$ cat config.mk
export PLATFORM = sky130hd
export DESIGN_NAME = positional_array_list_unit_flat
export DESIGN_NICKNAME = d
export VERILOG_FILES = /design/src/hdl/pal_pkg.sv /design/src/hdl/pal_req_if.sv /design/src/hdl/pal_rsp_if.sv /design/src/hdl/positional_array_list_unit.sv /design/src/flat_wrapper.sv
export SDC_FILE = /design/constraint.sdc
export NUM_CORES = 2
export LEC_CHECK = 0
export BUFFER_PORTS_ARGS = -buffer_cell sky130_fd_sc_hd__buf_2
export CAP_MARGIN = 25
export CORE_ASPECT_RATIO = 1.4
export CORE_MARGIN = 10
export CORE_UTILIZATION = 28
export DETAILED_ROUTE_END_ITERATION = 8
export PLACE_DENSITY_LB_ADDON = 0.25
export SYNTH_ARGS = -nofsm -noshare
export SYNTH_HDL_FRONTEND = slang
export SYNTH_SLANG_ARGS = --single-unit
$ cat constraint.sdc
create_clock -name clock -period 17.1 [get_ports clock]
set_clock_uncertainty 0.05 [all_clocks]
set_input_delay 2.565 -clock clock [delete_from_list [all_inputs] [get_ports clock]]
set_output_delay 2.565 -clock clock [all_outputs]
set_load 0.1 [all_outputs]
$ cat src/hdl/pal_pkg.sv
`default_nettype none
package pal_pkg;

   localparam int CAPACITY = 64;
   localparam int ADDR_W   = $clog2(CAPACITY);
   localparam int CNT_W    = $clog2(CAPACITY + 1);
   localparam int FIELD_W  = 7;
   localparam int WORD_W   = 32;
   localparam int CMP_W    = ((CNT_W > FIELD_W) ? CNT_W : FIELD_W) + 1;

   typedef enum logic [1:0] {
      OP_INSERT = 2'd0,
      OP_DELETE = 2'd1,
      OP_FIND   = 2'd2,
      OP_FILL   = 2'd3
   } op_type;

   typedef enum logic [2:0] {
      ST_IDLE,
      ST_WALK,
      ST_PUT,
      ST_FILL,
      ST_DONE
   } state_type;

   typedef struct packed {
      op_type                     op;
      logic signed [WORD_W-1:0]   value;
      logic        [FIELD_W-1:0]  position;
      logic        [FIELD_W-1:0]  fill_count;
   } req_type;

   typedef struct packed {
      logic                ok;
      logic [FIELD_W-1:0]  found_position;
      logic [FIELD_W-1:0]  list_length;
   } rsp_type;

endpackage
`default_nettype wire

$ cat src/hdl/pal_req_if.sv
`default_nettype none
interface pal_req_if;
   logic              valid;
   logic              ready;
   pal_pkg::req_type  data;

   modport source (output valid, output data, input ready);
   modport sink   (input valid, input data, output ready);
endinterface
`default_nettype wire

$ cat src/hdl/pal_rsp_if.sv
`default_nettype none
interface pal_rsp_if;
   logic              valid;
   logic              ready;
   pal_pkg::rsp_type  data;

   modport source (output valid, output data, input ready);
   modport sink   (input valid, input data, output ready);
endinterface
`default_nettype wire

$ cat src/hdl/positional_array_list_unit.sv
// Ordered list of up to 64 signed 32-bit words held in one single-port-read,
// single-port-write memory, with insert, delete, find and fill ascending. One
// command is worked at a time and gives one response beat. The memory moves
// one word per cycle: insert and delete move the entries behind the position,
// find reads from the start up to the first match or through the whole length,
// fill writes fill_count words, and rejected commands go straight to the
// response. A new command is taken while the previous response still waits on
// the output register. Entry storage needs no clearing after reset: only
// entries below the length are read.
`default_nettype none
module positional_array_list_unit (
   input  wire logic  clock,
   input  wire logic  reset,
   pal_req_if.sink    req_ch,
   pal_rsp_if.source  rsp_ch
);

   localparam int AW = pal_pkg::ADDR_W;
   localparam int CW = pal_pkg::CNT_W;
   localparam int MW = pal_pkg::CMP_W;
   localparam int FW = pal_pkg::FIELD_W;
   localparam int WW = pal_pkg::WORD_W;

   pal_pkg::state_type  state_ff, state_in;
   pal_pkg::op_type     op_ff, op_in;
   logic [CW-1:0]       len_ff, len_in;
   logic [CW-1:0]       rem_ff, rem_in;
   logic [AW-1:0]       addr_ff, addr_in;
   logic [AW-1:0]       tgt_ff, tgt_in;
   logic                pend_ff, pend_in;
   logic [AW-1:0]       pend_addr_ff, pend_addr_in;
   logic [WW-1:0]       value_ff, value_in;
   logic                ok_ff, ok_in;
   logic [FW-1:0]       found_ff, found_in;
   logic                rsp_valid_ff, rsp_valid_in;
   pal_pkg::rsp_type    rsp_data_ff, rsp_data_in;

   logic [WW-1:0]       mem [pal_pkg::CAPACITY];
   logic [WW-1:0]       rd_data_ff;
   logic                mem_we;
   logic [AW-1:0]       mem_waddr;
   logic [WW-1:0]       mem_wdata;

   logic                req_fire;
   logic [MW-1:0]       pos_w, len_w, cap_w, cnt_w;

   assign req_ch.ready = (state_ff == pal_pkg::ST_IDLE);
   assign req_fire     = req_ch.valid && req_ch.ready;
   assign rsp_ch.valid = rsp_valid_ff;
   assign rsp_ch.data  = rsp_data_ff;

   assign pos_w = MW'(req_ch.data.position);
   assign cnt_w = MW'(req_ch.data.fill_count);
   assign len_w = MW'(len_ff);
   assign cap_w = MW'(pal_pkg::CAPACITY);

   always_ff @(posedge clock) begin
      if (mem_we) begin
         mem[mem_waddr] <= mem_wdata;
      end
      rd_data_ff <= mem[addr_ff];
   end

   always_comb begin
      state_in     = state_ff;
      op_in        = op_ff;
      len_in       = len_ff;
      rem_in       = rem_ff;
      addr_in      = addr_ff;
      tgt_in       = tgt_ff;
      pend_in      = 1'b0;
      pend_addr_in = addr_ff;
      value_in     = value_ff;
      ok_in        = ok_ff;
      found_in     = found_ff;
      rsp_valid_in = rsp_valid_ff && !rsp_ch.ready;
      rsp_data_in  = rsp_data_ff;
      mem_we       = 1'b0;
      mem_waddr    = addr_ff;
      mem_wdata    = value_ff;

      case (state_ff)
         pal_pkg::ST_IDLE: begin
            if (req_fire) begin
               op_in    = req_ch.data.op;
               value_in = req_ch.data.value;
               ok_in    = 1'b0;
               found_in = '0;
               state_in = pal_pkg::ST_DONE;
               case (req_ch.data.op)
                  pal_pkg::OP_INSERT: begin
                     if (pos_w != '0 && pos_w <= len_w + MW'(1) && len_w < cap_w) begin
                        rem_in   = CW'(len_w - pos_w + MW'(1));
                        addr_in  = AW'(len_w - MW'(1));
                        tgt_in   = AW'(pos_w - MW'(1));
                        state_in = pal_pkg::ST_WALK;
                     end
                  end
                  pal_pkg::OP_DELETE: begin
                     if (pos_w != '0 && pos_w <= len_w) begin
                        rem_in   = CW'(len_w - pos_w);
                        addr_in  = AW'(pos_w);
                        state_in = pal_pkg::ST_WALK;
                     end
                  end
                  pal_pkg::OP_FIND: begin
                     rem_in   = len_ff;
                     addr_in  = '0;
                     state_in = pal_pkg::ST_WALK;
                  end
                  default: begin
                     if (cnt_w <= cap_w) begin
                        rem_in   = CW'(cnt_w);
                        len_in   = CW'(cnt_w);
                        addr_in  = '0;
                        state_in = pal_pkg::ST_FILL;
                     end
                  end
               endcase
            end
         end

         pal_pkg::ST_WALK: begin
            if (rem_ff != '0) begin
               pend_in      = 1'b1;
               pend_addr_in = addr_ff;
               rem_in       = rem_ff - CW'(1);
               addr_in      = (op_ff == pal_pkg::OP_INSERT) ? addr_ff - AW'(1)
                                                             : addr_ff + AW'(1);
            end
            if (pend_ff) begin
               case (op_ff)
                  pal_pkg::OP_INSERT: begin
                     mem_we    = 1'b1;
                     mem_waddr = pend_addr_ff + AW'(1);
                     mem_wdata = rd_data_ff;
                  end
                  pal_pkg::OP_DELETE: begin
                     mem_we    = 1'b1;
                     mem_waddr = pend_addr_ff - AW'(1);
                     mem_wdata = rd_data_ff;
                  end
                  default: begin
                     if (rd_data_ff == value_ff) begin
                        ok_in    = 1'b1;
                        found_in = FW'(CW'(pend_addr_ff) + CW'(1));
                        pend_in  = 1'b0;
                        state_in = pal_pkg::ST_DONE;
                     end
                  end
               endcase
            end else if (rem_ff == '0) begin
               case (op_ff)
                  pal_pkg::OP_INSERT: begin
                     state_in = pal_pkg::ST_PUT;
                  end
                  pal_pkg::OP_DELETE: begin
                     len_in   = len_ff - CW'(1);
                     ok_in    = 1'b1;
                     state_in = pal_pkg::ST_DONE;
                  end
                  default: begin
                     state_in = pal_pkg::ST_DONE;
                  end
               endcase
            end
         end

         pal_pkg::ST_PUT: begin
            mem_we    = 1'b1;
            mem_waddr = tgt_ff;
            mem_wdata = value_ff;
            len_in    = len_ff + CW'(1);
            ok_in     = 1'b1;
            state_in  = pal_pkg::ST_DONE;
         end

         pal_pkg::ST_FILL: begin
            if (rem_ff != '0) begin
               mem_we    = 1'b1;
               mem_waddr = addr_ff;
               mem_wdata = WW'(addr_ff);
               addr_in   = addr_ff + AW'(1);
               rem_in    = rem_ff - CW'(1);
            end else begin
               ok_in    = 1'b1;
               state_in = pal_pkg::ST_DONE;
            end
         end

         pal_pkg::ST_DONE: begin
            if (!rsp_valid_ff || rsp_ch.ready) begin
               rsp_valid_in               = 1'b1;
               rsp_data_in.ok             = ok_ff;
               rsp_data_in.found_position = found_ff;
               rsp_data_in.list_length    = FW'(len_ff);
               state_in                   = pal_pkg::ST_IDLE;
            end
         end

         default: begin
            state_in = pal_pkg::ST_IDLE;
         end
      endcase
   end

   always_ff @(posedge clock) begin
      if (reset) begin
         state_ff     <= pal_pkg::ST_IDLE;
         len_ff       <= '0;
         pend_ff      <= 1'b0;
         rsp_valid_ff <= 1'b0;
      end else begin
         state_ff     <= state_in;
         len_ff       <= len_in;
         pend_ff      <= pend_in;
         rsp_valid_ff <= rsp_valid_in;
      end
   end

   always_ff @(posedge clock) begin
      op_ff        <= op_in;
      rem_ff       <= rem_in;
      addr_ff      <= addr_in;
      tgt_ff       <= tgt_in;
      pend_addr_ff <= pend_addr_in;
      value_ff     <= value_in;
      ok_ff        <= ok_in;
      found_ff     <= found_in;
      rsp_data_ff  <= rsp_data_in;
   end

   a_len_bound: assert property (@(posedge clock) disable iff (reset)
      MW'(len_ff) <= MW'(pal_pkg::CAPACITY))
      else $error("list length above capacity");

   a_pend_walk: assert property (@(posedge clock) disable iff (reset)
      pend_ff |-> state_ff == pal_pkg::ST_WALK)
      else $error("memory read pending outside walk");

   a_rem_bound: assert property (@(posedge clock) disable iff (reset)
      state_ff == pal_pkg::ST_WALK |-> rem_ff <= len_ff)
      else $error("walk count above list length");

   a_put_grows: assert property (@(posedge clock) disable iff (reset)
      state_ff == pal_pkg::ST_PUT |=> len_ff == $past(len_ff) + CW'(1))
      else $error("insert did not grow the list");

endmodule
`default_nettype wire
$ cat src/flat_wrapper.sv
// flat-port wrapper written by rule: the top's interface ports become plain ports
module positional_array_list_unit_flat 
  (clock, reset, req_ch_valid, req_ch_data, req_ch_ready, rsp_ch_valid, rsp_ch_data, rsp_ch_ready);
  pal_req_if req_ch_i ();
  pal_rsp_if rsp_ch_i ();
  input  wire logic clock;
  input  wire logic reset;
  input wire logic [$bits(req_ch_i.valid)-1:0] req_ch_valid;
  input wire logic [$bits(req_ch_i.data)-1:0] req_ch_data;
  output wire logic [$bits(req_ch_i.ready)-1:0] req_ch_ready;
  output wire logic [$bits(rsp_ch_i.valid)-1:0] rsp_ch_valid;
  output wire logic [$bits(rsp_ch_i.data)-1:0] rsp_ch_data;
  input wire logic [$bits(rsp_ch_i.ready)-1:0] rsp_ch_ready;
  assign req_ch_i.valid = req_ch_valid;
  assign req_ch_i.data = req_ch_data;
  assign req_ch_ready = req_ch_i.ready;
  assign rsp_ch_valid = rsp_ch_i.valid;
  assign rsp_ch_data = rsp_ch_i.data;
  assign rsp_ch_i.ready = rsp_ch_ready;
  positional_array_list_unit u_core (.clock(clock), .reset(reset), .req_ch(req_ch_i), .rsp_ch(rsp_ch_i));
endmodule
# == Yosys cells after proc, flatten, opt, wreduce, memory -nomap -nowiden ==
# Memory sizes are Yosys's and may differ from the RTL's. A register that Yosys moved wholly into a read port is not among the register bits.
# Index checks and enable logic that the tools add are counted.
# word_totals
regBits,94
latch_bits,0
ramBits,2048
mem_bits_ro,0
output_inout_bits,17
wordCells,161
n_memories,1
# classes
addsub,13
mul,0
div,0
magnitude_cmp,4
eq_ne,29
n_shift,0
mux,66
bitwise,1
reduce_logical,32
# mem_list
name,depth,word_bits,read_ports,rd_ports_with_merged_regs,write_ports,line_no,rtl
u_core.mem,64,32,1,1,1,positional_array_list_unit.sv:38,logic [WW-1:0] mem [pal_pkg::CAPACITY];
# ops
cell,n
$mux 7,14
$mux 32,3
$pmux 32 s2,1
$mux 6,8
$pmux 7 s3,2
$pmux 6 s3,2
$mux 3,11
$eq 32x32->1,1
$pmux 7 s2,2
$pmux 6 s2,2
$sub 6x1->6 const B,4
$reduce_and 7->1,3
$mux 1,17
$pmux 3 s5,1
$add 7x1->7 const B,2
$ne 2x1->1 const B,7
$ne 2x2->1 const B,7
$sub 7x1->7 const B,2
$add 6x1->6 const B,2
$ne 3x3->1 const B,4
$reduce_and 6->1,2
$pmux 3 s3,1
$add 7x1->8 const B,1
$le 7x8->1,1
32 further kinds,45

# == Depth between registers and ports, before layout ==
# depth
ltp_word,8
mapped_depth,11
mapped_depth_nobuf,11

# == Least setup slack after synthesis ==
# Ideal clock, no wire load.
# synth_timing
kind,register to register
from,reg u_core.op_ff[1]
to,"mem u_core.mem[9][0] (netlist bit), enable pin"
arrival_ns,5.463
t_required_ns,16.537
slack_ns,11.074
stages_incl_launch_ff,11
period_less_slack_ns,6.026
path_cell_list,edfxtp_1 nand2b_1 inv_2 ha_1 a21o_1 a21oi_1 o21ai_1 xor2_1 o21ai_1 clkbuf_1 nor4b_1
# synth_between
elab_chain_len,7
elab_cells_between_ends,11
classes_between,eq/ne: 1; mux: 8; reduce/logical: 2
# synth_lines
element,line_no,rtl
"start, declared",positional_array_list_unit.sv:25,"pal_pkg::op_type op_ff, op_in;"
"start signal, assigned",positional_array_list_unit.sv:222,op_ff <= op_in;
$eq 2x1->1 / $logic_not 2->1 (equally long branches),positional_array_list_unit.sv:132,case (op_ff)
$reduce_or 2->1 (no source line),-,
$mux 1,positional_array_list_unit.sv:132,
$mux 1,positional_array_list_unit.sv:131,if (pend_ff) begin
$pmux 1 s3,positional_array_list_unit.sv:82,case (state_ff)
$mux 1,positional_array_list_unit.sv:58,if (mem_we) begin
$mux 1 (implied by the code),positional_array_list_unit.sv:59,mem[mem_waddr] <= mem_wdata;
"end, declared",positional_array_list_unit.sv:38,
# Parallel ways exist; a longest one is shown, timed or not.

# == Worst setup path in the final report ==
# layout_timing
from,reg u_core.state_ff[1]
to,out req_ch_ready
# layout_between
elab_chain_len,1
# layout_lines
element,line_no,rtl
"start, declared",positional_array_list_unit.sv:24,"pal_pkg::state_type state_ff, state_in;"
"start signal, assigned",positional_array_list_unit.sv:209,state_ff <= pal_pkg::ST_IDLE;
"start signal, assigned",positional_array_list_unit.sv:214,state_ff <= state_in;
$logic_not 3->1,positional_array_list_unit.sv:47,assign req_ch.ready = (state_ff == pal_pkg::ST_IDLE);
"end, declared",flat_wrapper.sv:10,output wire logic [$bits(req_ch_i.ready)-1:0] req_ch_ready;
# Every way passes these cells.

==> out/results.txt <==
FILL cells - 28410
design area - 97580 um^2
TritonCTS clock tree - built
Clock Sinks - 2174
top area cells in the synthesized netlist - edfxtp_1 75%, mux4_2 17%, dfxtp_1 1.2%
Layout area overhead - 15.21%
Yosys top cell by area - edfxtp_1
Die Height - 670.8 um
Setup Viol. Count Final - 0
CTS clk-pin slew, worst paths - 0.06 ns
largest net degree at the start of global routing - 122
htree depth - 4
final hold vios - 0
GP Congestion - 0.7673
Seq cells post-synth - 2174
Bufs and invs on worst path - 1
post-DR wirelength/cell - 29.43 um
clk_lat worst skew - 0.87 ns
initial antenna violation count - 5
Root Driver - clkbuf_16
full die area - 325200 um^2
vias in the first global route - 42160
Synthesis Warnings - 0
Crit. End Element - output pin
final slew viol count - 0
Final ANT Viol Nets - 0
Design Power - 13.33 mW
# IOs - 69
Tcrit/Tclk final - 30.09%
Max Freq - 194.3 MHz
post-synthesis cell type count - 71
hold_buf cts - 0
CTS Buffer Depth - 4
required time of the critical path - 14.49 ns
Core Area - 300800 um^2
synthesized cell area - 84690 um^2
initial drt markers - 4084
Max stage delay on crit path - 0.63 ns
Worst VDD drop - 80.82 uV
Via Count - 39970
hpwl dp - 126200 um
status - completed
RSZ-0062 raised after global routing - no
Static Leakage - 29.72 nW
worst rel slew slack - 19.73%
sequential area share after synthesis - 76.49%
number of CTS-inserted buffers - 205
total grt overflow - 0
Synth Flop Type - edfxtp_1
ys async rst share - 0%
Avg Vias per Cell - 4.943
Nets - 4061
Worst Setup Start Kind - flip-flop
CP Cell Sequence - nor3_1 -> buf_2
Yosys top cell area share - 75.31%
flop2flop setup slack - 12.07 ns
Mapped Cells - 3753
Residual DRC - 0
EDFF count, synth - 2124
final wirelength - 238000 um
critical path type - flip-flop to output pin
Slowest cell on crit path - nor3_1
layout cell share with drive strength beyond 1 - 30.41%
First-pass DRT Iterations - 5
crit path DAT - 2.53 ns
die width - 484.8 um
dpl cell area - 91070 um^2
worst hold margin - 0.3801 ns
post_cts resized - 0
final core occ - 32.44%
postcts setup bufs - 0
MaxCap Viol Count - 0
Mean Syn Cell Area - 22.57 um^2
Worst Max-Slew Pin Slew - 1.174 ns
PortBufs - 68
FP Rows - 238
GRT Util Overall - 14.19%
first-pass GRT wire length - 334500 um
Worst Path Max Fanout - 19
Net Count, Synth - 3840
most frequent cells in the layout - 2124 x edfxtp_1, 641 x mux4_2, 210 x clkbuf_16
Hold Path Class - flip-flop to flip-flop
Initial Util - 28.16%
CP top delay family - simple AND/OR/NAND/NOR gates
commonest non-fill, non-tap cell in the layout - edfxtp_1
PwrDens - 136.6 nW/um^2
minimum clock period - 5.146 ns
setup_tns - 0 ns
## cell type report
| cell class | instances | area [um^2] | area share, % |
|---|---|---|---|
| repair buffers | 221 | 1734 | 1.777 |
| well taps | 3960 | 4955 | 5.078 |
| flip-flops and latches | 2174 | 64780 | 66.39 |
| clock buffers | 272 | 5578 | 5.716 |
| multi-input cells | 1341 | 19620 | 20.11 |
| diodes | 3 | 7.507 | 0.007693 |
| clock inverters | 85 | 782.0 | 0.8014 |
| inverters | 31 | 116.4 | 0.1192 |
## logic make-up after synthesis
group / after synthesis / synth area share (%)
and+or+nand+nor: 370 / 2.123
AOI/OAI and AO/OA: 211 / 1.715
xor gates and xnor gates: 75 / 0.7756
buffers and inverters: 238 / 1.201
DFF: 2174 / 76.49
adders and majority gates: 35 / 0.5436
muxes: 650 / 17.15
## Yosys cell counts, drive strengths merged (8+ instances only)
cell type / number
nand2: 143
o21ai: 46
mux2i: 8
edfxtp: 2124
inv: 31
ha: 32
buf: 78
mux4: 641
nor2b: 8
a22oi: 72
nor2: 55
nor3: 36
a21oi: 33
nor4: 33
xnor2: 30
nand2b: 10
xor2: 45
nand3: 31
dfxtp: 50
clkbuf: 129
and2: 10
## flip-flops by register name, indices dropped and copies added (netlist names), 2 cells and up
signal and cells:
u_core.op_ff 2, u_core.addr_ff 6, u_core.rd_data_ff 32, u_core.rsp_ch.data 15
u_core.tgt_ff 6, u_core.mem 2048, u_core.value_ff 32, u_core.len_ff 7
u_core.pend_addr_ff 6, u_core.state_ff 3, u_core.rem_ff 7, u_core.found_ff 7
## where the power goes
part / switching [mW] / internal [mW] / total, mW
clock network: 1.97 / 2.51 / 4.47
registers: 0.121 / 6.12 / 6.24
logic: 1.52 / 1.10 / 2.61
## metrics by stage
step,instances,setup WS [ns]
final,8087,11.95
after global routing,8085,11.64
after CTS,8079,11.71
after detailed placement,7722,11.71
after global placement,7716,11.68
after floorplan,3753,11.07
## path summary, 6_finish.rpt
check,from,cells past startpoint,end
min reg2reg,u_core.found_ff[5],0,u_core.rsp_ch.data[12]
max,u_core.state_ff[1],2,req_ch_ready
max reg2reg,u_core.state_ff[0],9,u_core.mem[15][24]
min,u_core.found_ff[5],0,u_core.rsp_ch.data[12]
## metal layers
layer	share of wire, %	wire, um	global-route usage [%]	vias to the layer above
met1	40	95490	17.95	22160
met2	53	125500	25.63	1118
met5	0	0	0	-
met3	4.5	10630	1.661	349
met4	2.7	6350	3.788	0
li1	-	-	-	16350
Power figures use the tool's default switching activity.
